### src/sv/slms_pkg.sv
`timescale 1ns / 1ps
// ----------------------------------------------------------------------------
// slms_pkg: shared types and constants of the seat lock motor sequencer
// Seat and supply state codes, command codes, register indexes, the
// configuration and state bundles and their reset values.
// ----------------------------------------------------------------------------
package slms_pkg;

  localparam int unsigned TICK_W = 8;

  typedef enum logic [1:0] {
    CMD_TICK_50MS = 2'd0,
    CMD_TICK_1S   = 2'd1,
    CMD_SEAT_REQ  = 2'd2,
    CMD_MECH_REQ  = 2'd3
  } cmd_t;

  typedef enum logic [2:0] {
    ST_LOCKED    = 3'd0,
    ST_WAIT      = 3'd1,
    ST_UNLOCKING = 3'd2,
    ST_UNLOCKED  = 3'd3,
    ST_LOCKING   = 3'd4,
    ST_OVERUSE   = 3'd5
  } lock_state_t;

  typedef enum logic [1:0] {
    SUP_BLOCK   = 2'd0,
    SUP_POWERED = 2'd1,
    SUP_ACTED   = 2'd2
  } supply_state_t;

  typedef enum logic [1:0] {
    MECH_NONE   = 2'd0,
    MECH_LOCK   = 2'd1,
    MECH_UNLOCK = 2'd2
  } mech_t;

  typedef enum logic [2:0] {
    REG_UNLOCK_DRIVE  = 3'd0,
    REG_LOCK_DRIVE    = 3'd1,
    REG_UNLOCKED_HOLD = 3'd2,
    REG_POWERON_DELAY = 3'd3,
    REG_UNLOCK_WINDOW = 3'd4,
    REG_UNLOCK_LIMIT  = 3'd5
  } reg_index_t;

  // target bits
  localparam int unsigned TB_SEAT      = 0;
  localparam int unsigned TB_SEAT_LOCK = 1;
  localparam int unsigned TB_MECH      = 2;
  localparam int unsigned TB_MECH_LOCK = 3;

  // pin level bits
  localparam int unsigned PIN_SUPPLY = 0;
  localparam int unsigned PIN_A1     = 1;
  localparam int unsigned PIN_A2     = 2;

  localparam logic [TICK_W-1:0] COUNT_MAX = '1;

  typedef struct packed {
    logic [TICK_W-1:0] unlock_drive_ticks;
    logic [TICK_W-1:0] lock_drive_ticks;
    logic [TICK_W-1:0] unlocked_hold_ticks;
    logic [TICK_W-1:0] poweron_delay_ticks;
    logic [TICK_W-1:0] unlock_window_seconds;
    logic [TICK_W-1:0] unlock_limit;
  } cfg_t;

  localparam cfg_t CFG_RESET = '{
    unlock_drive_ticks:    8'd10,
    lock_drive_ticks:      8'd10,
    unlocked_hold_ticks:   8'd100,
    poweron_delay_ticks:   8'd2,
    unlock_window_seconds: 8'd60,
    unlock_limit:          8'd5
  };

  typedef struct packed {
    lock_state_t       lock_state;
    logic [TICK_W-1:0] action_timer;
    logic [TICK_W-1:0] unlock_count;
    logic [TICK_W-1:0] window_timer;
    logic              request_pending;
    supply_state_t     supply_state;
    logic [TICK_W-1:0] supply_timer;
    logic [3:0]        target_bits;
    logic [2:0]        pin_levels;
  } state_t;

  localparam state_t STATE_RESET = '{
    lock_state:      ST_LOCKED,
    action_timer:    '0,
    unlock_count:    '0,
    window_timer:    '0,
    request_pending: 1'b0,
    supply_state:    SUP_BLOCK,
    supply_timer:    '0,
    target_bits:     '0,
    pin_levels:      '0
  };

  typedef struct packed {
    mech_t       mech_action;
    logic        notify;
    logic        motor_a2;
    logic        motor_a1;
    logic        supply_on;
    lock_state_t seat_status;
  } result_t;

endpackage

### src/sv/slms_cfg_regs.sv
`timescale 1ns / 1ps
// ----------------------------------------------------------------------------
// slms_cfg_regs: configuration register file
// Six 8-bit timing and limit registers; writes to unknown indexes are dropped.
// ----------------------------------------------------------------------------
module slms_cfg_regs (
  input  logic               clk,
  input  logic               rst,
  input  logic               wr_en,
  input  logic [2:0]         wr_index,
  input  logic [7:0]         wr_data,
  output slms_pkg::cfg_t     cfg
);

  always_ff @(posedge clk) begin
    if (rst) begin
      cfg <= slms_pkg::CFG_RESET;
    end else if (wr_en) begin
      case (wr_index)
        slms_pkg::REG_UNLOCK_DRIVE:  cfg.unlock_drive_ticks    <= wr_data;
        slms_pkg::REG_LOCK_DRIVE:    cfg.lock_drive_ticks      <= wr_data;
        slms_pkg::REG_UNLOCKED_HOLD: cfg.unlocked_hold_ticks   <= wr_data;
        slms_pkg::REG_POWERON_DELAY: cfg.poweron_delay_ticks   <= wr_data;
        slms_pkg::REG_UNLOCK_WINDOW: cfg.unlock_window_seconds <= wr_data;
        slms_pkg::REG_UNLOCK_LIMIT:  cfg.unlock_limit          <= wr_data;
        default: begin
        end
      endcase
    end
  end

endmodule

### src/sv/slms_step.sv
`timescale 1ns / 1ps
// ----------------------------------------------------------------------------
// slms_step: next-state and result logic for one item
// Seat machine first, then the supply sequencer, on a 50 ms tick.
// ----------------------------------------------------------------------------
module slms_step (
  input  slms_pkg::state_t  cur,
  input  slms_pkg::cfg_t    cfg,
  input  slms_pkg::cmd_t    cmd,
  input  logic              stopped,
  input  logic              mdir,
  output slms_pkg::state_t  nxt,
  output slms_pkg::result_t res
);

  slms_pkg::state_t s;
  logic             notify;
  slms_pkg::mech_t  mech;

  always_comb begin
    s      = cur;
    notify = 1'b0;
    mech   = slms_pkg::MECH_NONE;

    unique case (cmd)
      slms_pkg::CMD_TICK_50MS: begin
        // seat machine
        if (s.action_timer != '0) s.action_timer = s.action_timer - 8'd1;
        case (s.lock_state)
          slms_pkg::ST_LOCKED: begin
            if (s.request_pending) begin
              s.lock_state      = slms_pkg::ST_WAIT;
              s.request_pending = 1'b0;
              notify            = 1'b1;
            end
          end
          slms_pkg::ST_WAIT: begin
            if (stopped) begin
              if (s.unlock_count <= cfg.unlock_limit) begin
                s.target_bits[slms_pkg::TB_SEAT]      = 1'b1;
                s.target_bits[slms_pkg::TB_SEAT_LOCK] = 1'b0;
              end else begin
                s.lock_state = slms_pkg::ST_OVERUSE;
                notify       = 1'b1;
              end
            end
          end
          slms_pkg::ST_UNLOCKING: begin
            if (s.action_timer == '0) begin
              s.pin_levels   = '0;
              s.lock_state   = slms_pkg::ST_UNLOCKED;
              s.action_timer = cfg.unlocked_hold_ticks;
              notify         = 1'b1;
            end
          end
          slms_pkg::ST_UNLOCKED: begin
            if (s.action_timer == '0) begin
              s.target_bits[slms_pkg::TB_SEAT]      = 1'b1;
              s.target_bits[slms_pkg::TB_SEAT_LOCK] = 1'b1;
            end
          end
          slms_pkg::ST_LOCKING: begin
            if (s.action_timer == '0) begin
              s.pin_levels = '0;
              s.lock_state = slms_pkg::ST_LOCKED;
              notify       = 1'b1;
            end
          end
          default: begin
          end
        endcase
        // every active state drops a latched request with a notification
        if (cur.lock_state != slms_pkg::ST_LOCKED && s.request_pending) begin
          s.request_pending = 1'b0;
          notify            = 1'b1;
        end

        // supply sequencer
        if (s.supply_timer != '0) s.supply_timer = s.supply_timer - 8'd1;
        case (s.supply_state)
          slms_pkg::SUP_BLOCK: begin
            if (s.target_bits != '0) begin
              s.pin_levels[slms_pkg::PIN_SUPPLY] = 1'b1;
              s.supply_timer = cfg.poweron_delay_ticks;
              s.supply_state = slms_pkg::SUP_POWERED;
            end
          end
          slms_pkg::SUP_POWERED: begin
            if (s.supply_timer == '0) begin
              if (s.target_bits[slms_pkg::TB_MECH]) begin
                mech = s.target_bits[slms_pkg::TB_MECH_LOCK] ?
                       slms_pkg::MECH_LOCK : slms_pkg::MECH_UNLOCK;
              end else if (s.target_bits[slms_pkg::TB_SEAT]) begin
                if (s.target_bits[slms_pkg::TB_SEAT_LOCK]) begin
                  s.pin_levels[slms_pkg::PIN_A1] = 1'b0;
                  s.pin_levels[slms_pkg::PIN_A2] = 1'b1;
                  s.action_timer = cfg.lock_drive_ticks;
                  s.lock_state   = slms_pkg::ST_LOCKING;
                end else begin
                  s.pin_levels[slms_pkg::PIN_A2] = 1'b0;
                  s.pin_levels[slms_pkg::PIN_A1] = 1'b1;
                  s.action_timer = cfg.unlock_drive_ticks;
                  s.lock_state   = slms_pkg::ST_UNLOCKING;
                  // saturating count, window opens on the first unlock
                  if (s.unlock_count != slms_pkg::COUNT_MAX) begin
                    s.unlock_count = s.unlock_count + 8'd1;
                  end
                  if (s.unlock_count == 8'd1) s.window_timer = cfg.unlock_window_seconds;
                end
              end
              s.supply_state = slms_pkg::SUP_ACTED;
            end
          end
          slms_pkg::SUP_ACTED: begin
            s.target_bits  = '0;
            s.supply_state = slms_pkg::SUP_BLOCK;
          end
          default: begin
          end
        endcase
      end
      slms_pkg::CMD_TICK_1S: begin
        if (s.window_timer != '0) begin
          s.window_timer = s.window_timer - 8'd1;
          if (s.window_timer == '0) begin
            s.unlock_count = '0;
            if (s.lock_state == slms_pkg::ST_OVERUSE) s.lock_state = slms_pkg::ST_LOCKED;
          end
        end
      end
      slms_pkg::CMD_SEAT_REQ: begin
        s.request_pending = 1'b1;
      end
      slms_pkg::CMD_MECH_REQ: begin
        s.target_bits[slms_pkg::TB_MECH]      = 1'b1;
        s.target_bits[slms_pkg::TB_MECH_LOCK] = mdir;
      end
    endcase
  end

  assign nxt             = s;
  assign res.seat_status = s.lock_state;
  assign res.supply_on   = s.pin_levels[slms_pkg::PIN_SUPPLY];
  assign res.motor_a1    = s.pin_levels[slms_pkg::PIN_A1];
  assign res.motor_a2    = s.pin_levels[slms_pkg::PIN_A2];
  assign res.notify      = notify;
  assign res.mech_action = mech;

endmodule

### src/sv/seat_lock_motor_sequencer_core.sv
`timescale 1ns / 1ps
// ----------------------------------------------------------------------------
// seat_lock_motor_sequencer_core: motor-driven seat lock controller
// Seat unlock sequencing with overuse lockout and a shared 9V supply
// sequencer that also passes out mechanical lock commands.
// ----------------------------------------------------------------------------
//
//  channel | direction | handshake            | payload
//  --------+-----------+----------------------+---------------------------------
//  s_*     | in        | s_tvalid / s_tready  | tuser: command, tdata: flags
//  m_*     | out       | m_tvalid / m_tready  | tdata: status, pins, events
//  cfg_*   | in        | cfg_valid/cfg_ready  | cfg_index, cfg_data (8 bit)
//
//  One item per cycle sustained while the result side is ready; each item
//  passes the input register, then the step logic, then the result register.
//  Synchronous reset restores the register defaults and the locked,
//  idle-supply state; neither input side is ready while it is high.
//  A stalled result register holds and backs up the input register; the input
//  side keeps taking items while either stage has room. Configuration writes
//  are ready whenever reset is low and take effect at once.
//
module seat_lock_motor_sequencer_core (
  input  logic        clk,
  input  logic        rst,
  // input stream
  input  logic        s_tvalid,
  output logic        s_tready,
  input  logic [7:0]  s_tdata,   // [0] hall_stopped, [1] mech_lock_dir, [7:2] zero
  input  logic [1:0]  s_tuser,   // [1:0] command
  // result stream
  output logic        m_tvalid,
  input  logic        m_tready,
  output logic [15:0] m_tdata,   // [2:0] seat_status, [3] supply_on, [4] motor_a1,
                                 // [5] motor_a2, [6] notify, [8:7] mech_action,
                                 // [15:9] zero
  // configuration writes
  input  logic        cfg_valid,
  output logic        cfg_ready,
  input  logic [2:0]  cfg_index,
  input  logic [7:0]  cfg_data
);

  localparam int unsigned RES_W = $bits(slms_pkg::result_t);

  slms_pkg::cfg_t    cfg;
  slms_pkg::state_t  state;
  slms_pkg::state_t  state_next;
  slms_pkg::result_t res_next;

  logic              in_valid;
  slms_pkg::cmd_t    in_cmd;
  logic              in_stopped;
  logic              in_mdir;
  logic              advance;

  // Config port never stalls outside reset.
  assign cfg_ready = !rst;

  slms_cfg_regs u_cfg (
    .clk      (clk),
    .rst      (rst),
    .wr_en    (cfg_valid && cfg_ready),
    .wr_index (cfg_index),
    .wr_data  (cfg_data),
    .cfg      (cfg)
  );

  // The result register is free when empty or being drained this cycle.
  assign advance  = !m_tvalid || m_tready;
  assign s_tready = !rst && (!in_valid || advance);

  // Input register: load on a transfer, drop once handed to the step logic.
  always_ff @(posedge clk) begin
    if (rst) begin
      in_valid <= 1'b0;
    end else if (s_tready) begin
      in_valid <= s_tvalid;
    end
  end

  always_ff @(posedge clk) begin
    if (s_tvalid && s_tready) begin
      in_cmd     <= slms_pkg::cmd_t'(s_tuser);
      in_stopped <= s_tdata[0];
      in_mdir    <= s_tdata[1];
    end
  end

  slms_step u_step (
    .cur     (state),
    .cfg     (cfg),
    .cmd     (in_cmd),
    .stopped (in_stopped),
    .mdir    (in_mdir),
    .nxt     (state_next),
    .res     (res_next)
  );

  // Commit the state and capture the result when the item leaves the input
  // register.
  always_ff @(posedge clk) begin
    if (rst) begin
      state    <= slms_pkg::STATE_RESET;
      m_tvalid <= 1'b0;
    end else if (advance) begin
      m_tvalid <= in_valid;
      if (in_valid) state <= state_next;
    end
  end

  always_ff @(posedge clk) begin
    if (advance && in_valid) begin
      m_tdata <= {{(16 - RES_W){1'b0}}, res_next};
    end
  end

endmodule

### config.mk
export PLATFORM = sky130hd
export DESIGN_NAME = seat_lock_motor_sequencer_core
export DESIGN_NICKNAME = d
export VERILOG_FILES = /design/src/sv/slms_pkg.sv /design/src/sv/slms_cfg_regs.sv /design/src/sv/slms_step.sv /design/src/sv/seat_lock_motor_sequencer_core.sv
export SDC_FILE = /design/constraint.sdc
export NUM_CORES = 1
export LEC_CHECK = 0
export BUFFER_PORTS_ARGS = -buffer_cell sky130_fd_sc_hd__buf_4
export CORE_UTILIZATION = 51
export CTS_CLUSTER_SIZE = 12
export DETAILED_ROUTE_END_ITERATION = 12
export PLACE_DENSITY = 0.76
export SYNTH_ARGS = -nofsm -noshare
export SYNTH_HDL_FRONTEND = slang
export SYNTH_SLANG_ARGS = --single-unit
export TNS_END_PERCENT = 20
### constraint.sdc
create_clock -name clk -period 4.1 [get_ports clk]
set_input_delay 0.82 -clock clk [delete_from_list [all_inputs] [get_ports clk]]
set_output_delay 0.82 -clock clk [all_outputs]
set_load 0.01 [all_outputs]
==> summary.md, run 1 <==
| Metric | Value |
|---|---|
| Max VDD drop | `approximately 0.0003 V` |
| Met3 WL post-DR | `798 microns` |
| RSZ-0062 raised after global routing | `no` |
| Setup Buffers After CTS | `0` |
| Vias | `about 5200` |
| Most frequent cells in the layout | `95 x dfxtp_1, 77 x nor2_1, 73 x nand2_1` |
| Fmax | `~280 MHz` |
| PnR worst setup slack | `approximately 540 ps` |
| Wire length per cell | `around 17 microns` |
| # DRC | `0` |
| Lkg Pwr | `around 2.7 nW` |
| CTS root buf | `clkbuf_16` |
| Worst R2R Setup Slack | `about 540 ps` |
| Syn avg cell area | `approximately 8.6 sq um` |
| Cell taking the most area after synthesis | `dfxtp_1` |
| Ys flop type | `dfxtp_1` |
| Endpoints failing setup | `0` |
| CTS Buf Count | `9` |
| Max Used Layer | `met4` |
| CTS resizes | `0` |
| Ranking of synthesized cells by area | `dfxtp_1 32%, mux2i_1 9.5%, edfxtp_1 6.5%` |
| Post-synthesis xor/xnor area fraction | `0.0132` |
| # IOs | `45` |
| Hold Vio Cnt, Final | `0` |
| Clk_skew | `between 5 and 6 ps` |
| Initial antenna violation count | `0` |
| Post-route minimum period | `approximately 3600 ps` |
| Largest net degree at the start of global routing | `61` |
| Crit. End Element | `register` |
| Worst path max stage delay | `between 500 and 600 ps` |
| Initial Utilization | `0.524` |
| Diode count | `0` |
| Layout cells sized above 1 | `0.106` |
| Classification of the worst setup path | `register to register` |
| Layout Nets | `755` |
| Max_slew headroom | `0.357` |
| PortBufs | `31` |
| Num rows | `39` |
| Final-report max-slew violation count | `0` |
| Die height | `about 110 microns` |
| Core area | `approximately 0.011 sq mm` |
| Synth Warn # | `0` |
| Synth Instances | `slightly below 700` |
| Detailed placement HPWL | `10300 microns` |
| First-pass GRT wire length | `around 24000 microns` |
| Register area | `approximately 0.0023 sq mm` |
| Hold Buf Count CTS | `0` |
| Synth top area share | `0.318` |
| Vias/cell | `between 6 and 7` |
| Status | `completed` |
| Period utilization | `0.869` |
| CTS tree | `built` |
| Routed WL | `roughly 15000 microns` |
| Crit-path max FO | `12` |
| Mux cell area share after synthesis | `0.0991` |
| Slowest cell on crit path | `or4b_4` |
| Synth Area in Compound Gates | `0.183` |
| WL met2 | `roughly 7000 microns` |
| H-tree levels | `3` |
| Area occupied by multi-input gates | `about 0.0034 sq mm` |
| Post-Synth Adder-Cell Area | `0.0418` |
| Worst path cell trace | `inv_1, ha_1, or4b_4, o31ai_4, o311ai_4, nor4_4, o21bai_2, mux2_1, o211ai_1, a21oi_1` |
| Gr usage total | `0.258` |
| Clk buf depth | `2` |
| TritonRoute pass-1 iters | `5` |
| Vias in the first global route | `around 5000` |
| Crit path buf inv count | `1` |
| Worst-path clk slew | `roughly 80 ps` |
| DRT iter0 DRCs | `428` |
| Metal-1 WL | `about 6600 microns` |
| Setup WS pre-CTS | `~600 ps` |
| Cell area after synthesis | `0.00599 sq mm` |
| Die X | `between 100 and 150 microns` |
| Post-Synth Simple-Gate Area | `0.224` |
| FF+latch count, synth | `108` |
| Number of enable flip-flop cells after synthesis | `13` |
| Grt total ovfl | `0` |
| Die ar. | `0.0122 sq mm` |
| GP Congestion | `approximately 0.9` |
| Total power density per cell area | `roughly 330 mW/mm^2` |
| Seq/Total Area, Yosys | `0.383` |
| Worst Tran Pin Value | `~960 ps` |
| CP required | `between 4000 and 5000 ps` |
| Asr flop ratio synth | `0` |
| Commonest non-fill, non-tap cell in the layout | `dfxtp_1` |
| Sum of negative setup slack | `0 ps` |
| Hold Crit Class | `register to register` |
| Sink Count | `around 110` |
| Max-cap violation count | `0` |
| Antenna Violating Nets Remaining | `0` |
| Synth cell types | `~80` |
| Fillers | `about 1000` |
| Main combinational cell family by area after synthesis | `simple AND/OR/NAND/NOR gates` |
| Layout area overhead | `10.0%` |
| Startpoint Class | `register` |
| Family with the most delay on the worst path | `compound AO/OA/AOI/OAI gates` |
| Clk_lat worst skew | `~350 ps` |
| Arr. time, crit path | `3800 ps` |
-- report_power, final --
group	internal [mW]	switching, mW
clock	0.447	0.430
combinational	0.0699	0.118
sequential	1.09	0.0160
-- stage by stage --
step	instances	hold WS (ps)	power [mW]	utilization	area [sq um]
final	857	480	2.17	0.577	6590
after global routing	857	503	2.24	0.577	6590
after CTS	857	482	2.18	0.577	6590
after detailed placement	841	462	1.31	0.550	6280
after global placement	841	454	1.31	0.550	6280
after floorplan	702	437	1.25	-	6010
-- cells by family after synthesis --
family / Yosys count
muxes: 59
and+or+nand+nor: 270
xor gates and xnor gates: 9
other: 1
DFF: 108
buffers and inverters: 76
adders and majority gates: 20
AOI/OAI and AO/OA: 153
-- final cells by class --
type / count / share of cell area
Clock inverter: 6 / 0.00950
Multi-Input combinational cell: 518 / 0.515
Inverter: 31 / 0.0177
Timing Repair Buffer: 41 / 0.0467
Tap cell: 143 / 0.0272
Sequential cell: 108 / 0.348
Clock buffer: 10 / 0.0363
-- path summary, 6_finish.rpt --
check / start / end / cells after the start
min reg2reg: u_cfg.cfg[21]$_SDFFE_PP0P_ / state[12]$_SDFFE_PP0P_ / 2
max: state[34]$_SDFFE_PP0P_ / state[34]$_SDFFE_PP0P_ / 10
min: u_cfg.cfg[21]$_SDFFE_PP0P_ / state[12]$_SDFFE_PP0P_ / 2
max reg2reg: state[34]$_SDFFE_PP0P_ / state[34]$_SDFFE_PP0P_ / 10
-- sequential cells by signal, summed over array words and instances (netlist names) --
name / flops
m_tdata: 9
in_mdir: 1
state: 45
in_cmd: 2
u_cfg.cfg: 48
in_stopped: 1
in_valid: 1
m_tvalid: 1
-- worst reg2reg max path: cells and delay by family (launching register included) --
| kind | cells | cell delay, ps |
|---|---|---|
| compound gates | 5 | 1200 |
| fa+ha+maj | 1 | 290 |
| buf+inv | 1 | 100 |
| flops | 1 | 380 |
| mux | 1 | 400 |
| simple gates | 2 | 1090 |
-- metal layers --
layer  global-route usage  up-vias
met2                0.418      174
met5                    0        -
met3               0.0359       20
met1                0.348     2498
met4               0.0996        0
li1                     -     2537
-- cell usage after synthesis, types with 3 or more instances --
library cell,instances
buf_4,7
a311oi_1,4
inv_1,30
a21o_1,4
buf_2,5
o211ai_1,8
a21oi_1,47
a31oi_1,10
ha_1,20
dfxtp_1,95
and3_1,6
and2_1,5
xnor2_1,3
or3_1,5
nor4b_1,3
o31ai_1,5
and4_1,3
or4_1,5
clkbuf_1,27
nor2b_1,7
nor2_1,77
nand2b_1,6
buf_1,4
nand2_1,73
xor2_1,6
a32o_1,8
nor4_2,3
nor3b_1,4
nor4_1,6
mux2i_1,57
edfxtp_1,13
nand3_1,27
o22ai_1,3
o32ai_1,3
nand4_1,11
nor3_1,17
o21ai_0,25
No activity file was read; power rests on OpenSTA's default activity.
==> run 2: changes to the inputs <==
--- a/config.mk
+++ b/config.mk
@@ -10,6 +10,7 @@
 export CTS_CLUSTER_SIZE = 12
 export DETAILED_ROUTE_END_ITERATION = 12
 export PLACE_DENSITY = 0.76
+export RECOVER_POWER = 50
 export SYNTH_ARGS = -nofsm -noshare
 export SYNTH_HDL_FRONTEND = slang
 export SYNTH_SLANG_ARGS = --single-unit
==> summary.md, run 2 (synthesis gave the netlist of run 1 again) <==
| Metric | Value |
|---|---|
| Status | `finished with violations` |
| Failing checks | `capacitance limit, slew limit` |
| Vias/cell | `around 6` |
| Clk_skew | `just over 7 ps` |
| CTS Buf Count | `9` |
| Crit-path max FO | `19` |
| CTS tree | `built` |
| GP Congestion | `around 0.9` |
| Initial antenna violation count | `0` |
| Die X | `between 100 and 150 microns` |
| RSZ-0062 raised after global routing | `no` |
| Final-report max-slew violation count | `61` |
| Die ar. | `between 0.01 and 0.015 sq mm` |
| Commonest non-fill, non-tap cell in the layout | `dfxtp_1` |
| Classification of the worst setup path | `register to register` |
| Final core utilization | `0.573` |
| Gr usage total | `0.258` |
| CTS root buf | `clkbuf_16` |
| Lkg Pwr | `2.63 nW` |
| Worst R2R Setup Slack | `roughly 540 ps` |
| PortBufs | `31` |
| Clk buf depth | `2` |
| Largest net degree at the start of global routing | `roughly 60` |
| Routed WL | `about 15000 microns` |
| Hold Vio Cnt, Final | `0` |
| Antenna Violating Nets Remaining | `0` |
| Total power density per cell area | `around 330 mW/mm^2` |
| Post-route minimum period | `approximately 3600 ps` |
| Layout cells sized above 1 | `0.0882` |
| Arr. time, crit path | `approximately 3900 ps` |
| Sum of negative setup slack | `0 ps` |
| Most frequent cells in the layout | `95 x dfxtp_1, 77 x nor2_1, 73 x nand2_1` |
| Crit. End Element | `register` |
| Endpoints failing setup | `0` |
| Core area | `about 0.011 sq mm` |
| Vias | `roughly 5200` |
| Startpoint Class | `register` |
| PnR Total Power | `around 2.2 mW` |
| Hold Crit Class | `register to register` |
| Top flop regs | `u_cfg.cfg: 48 flops, state: 45 flops, m_tdata: 9 flops` |
| CTS resizes | `0` |
| Inst Count DP | `roughly 840` |
| Worst hold slack | `about 480 ps` |
| DRT iter0 DRCs | `around 390` |
| CP required | `4390 ps` |
| Hold Buf Count CTS | `0` |
| First-pass GRT wire length | `roughly 24000 microns` |
| Sink Count | `about 110` |
| Wire length per cell | `about 17 microns` |
| Max Used Layer | `met4` |
| Metal-1 WL | `around 6700 microns` |
| Period utilization | `0.867` |
| # IOs | `45` |
| Worst Tran Pin Value | `approximately 2800 ps` |
| Detailed placement HPWL | `10300 microns` |
| Diode count | `0` |
| Fmax | `281 MHz` |
| Layout Nets | `approximately 760` |
| Initial Utilization | `0.524` |
| H-tree levels | `3` |
| Max-cap violation count | `1` |
| Vias in the first global route | `between 4000 and 5000` |
| Die height | `~110 microns` |
| Grt total ovfl | `0` |
| Setup Buffers After CTS | `0` |
| Worst-path clk slew | `80 ps` |
| Layout area overhead | `9.22%` |
| Most flops, register | `u_cfg.cfg` |
| Number of flip-flops in the largest register | `48` |
| TritonRoute pass-1 iters | `5` |
| Finished Layout Cells | `between 800 and 900` |
| Max_slew headroom | `-0.900` |
| Clk_lat worst skew | `roughly 350 ps` |
| Max VDD drop | `0.000292 V` |
| Num rows | `39` |
| WL met2 | `7000 microns` |
| Met3 WL post-DR | `approximately 770 microns` |
| # DRC | `0` |
-- run 2: changes by cell type in the layout (fill, tap and decap cells not counted), sizes merged --
| cell | previous run | this run |
|---|---|---|
| buf | 41 | 23 |
| clkbuf | 10 | 28 |
-- run 2: power by group --
group	switching (mW)	internal (mW)
Clock	0.429	0.447
Sequential	0.0161	1.09
Combinational	0.119	0.0656
Total	0.564	1.60
-- run 2: worst paths after layout --
kind | start | to | depth (start not counted)
setup / recovery | state[34]$_SDFFE_PP0P_ | state[26]$_SDFFE_PP0P_ | 9
hold / removal | u_cfg.cfg[43]$_SDFFE_PP1P_ | u_cfg.cfg[43]$_SDFFE_PP1P_ | 2
setup reg to reg | state[34]$_SDFFE_PP0P_ | state[26]$_SDFFE_PP0P_ | 9
hold reg to reg | u_cfg.cfg[43]$_SDFFE_PP1P_ | u_cfg.cfg[43]$_SDFFE_PP1P_ | 2
-- run 2: per-layer routing --
| layer | up-vias | track usage |
|---|---|---|
| met5 | - | 0 |
| met4 | 0 | 0.0996 |
| met3 | 17 | 0.0359 |
| met2 | 167 | 0.418 |
| met1 | 2482 | 0.348 |
| li1 | 2535 | - |
-- run 2: metrics by stage --
| stage | setup WS (ps) | instance area, sq um |
|---|---|---|
| 3_3_place_gp | 706 | 6280 |
| 3_5_place_dp | 603 | 6280 |
| 4_1_cts | 567 | 6590 |
| 2_1_floorplan | 1150 | 6010 |
| 6_report | 545 | 6540 |
| 5_1_grt | 330 | 6540 |
-- run 2: worst max-delay path, stage by stage (launching register included) --
cell,delay (ps)
dfxtp_1,380
inv_1,100
ha_1,290
or4b_4,560
o31ai_4,240
o311ai_4,210
o41ai_4,440
o21bai_2,350
nor4b_1,680
o22a_1,240
-- run 2: final cells by class --
cell class | count | area, sq um
fillers | 1029 | 4880
clock buffers | 10 | 239
multi-input cells | 518 | 3390
repair buffers | 41 | 259
well taps | 143 | 179
inverters | 31 | 116
flip-flops and latches | 108 | 2290
clock inverters | 6 | 62.6
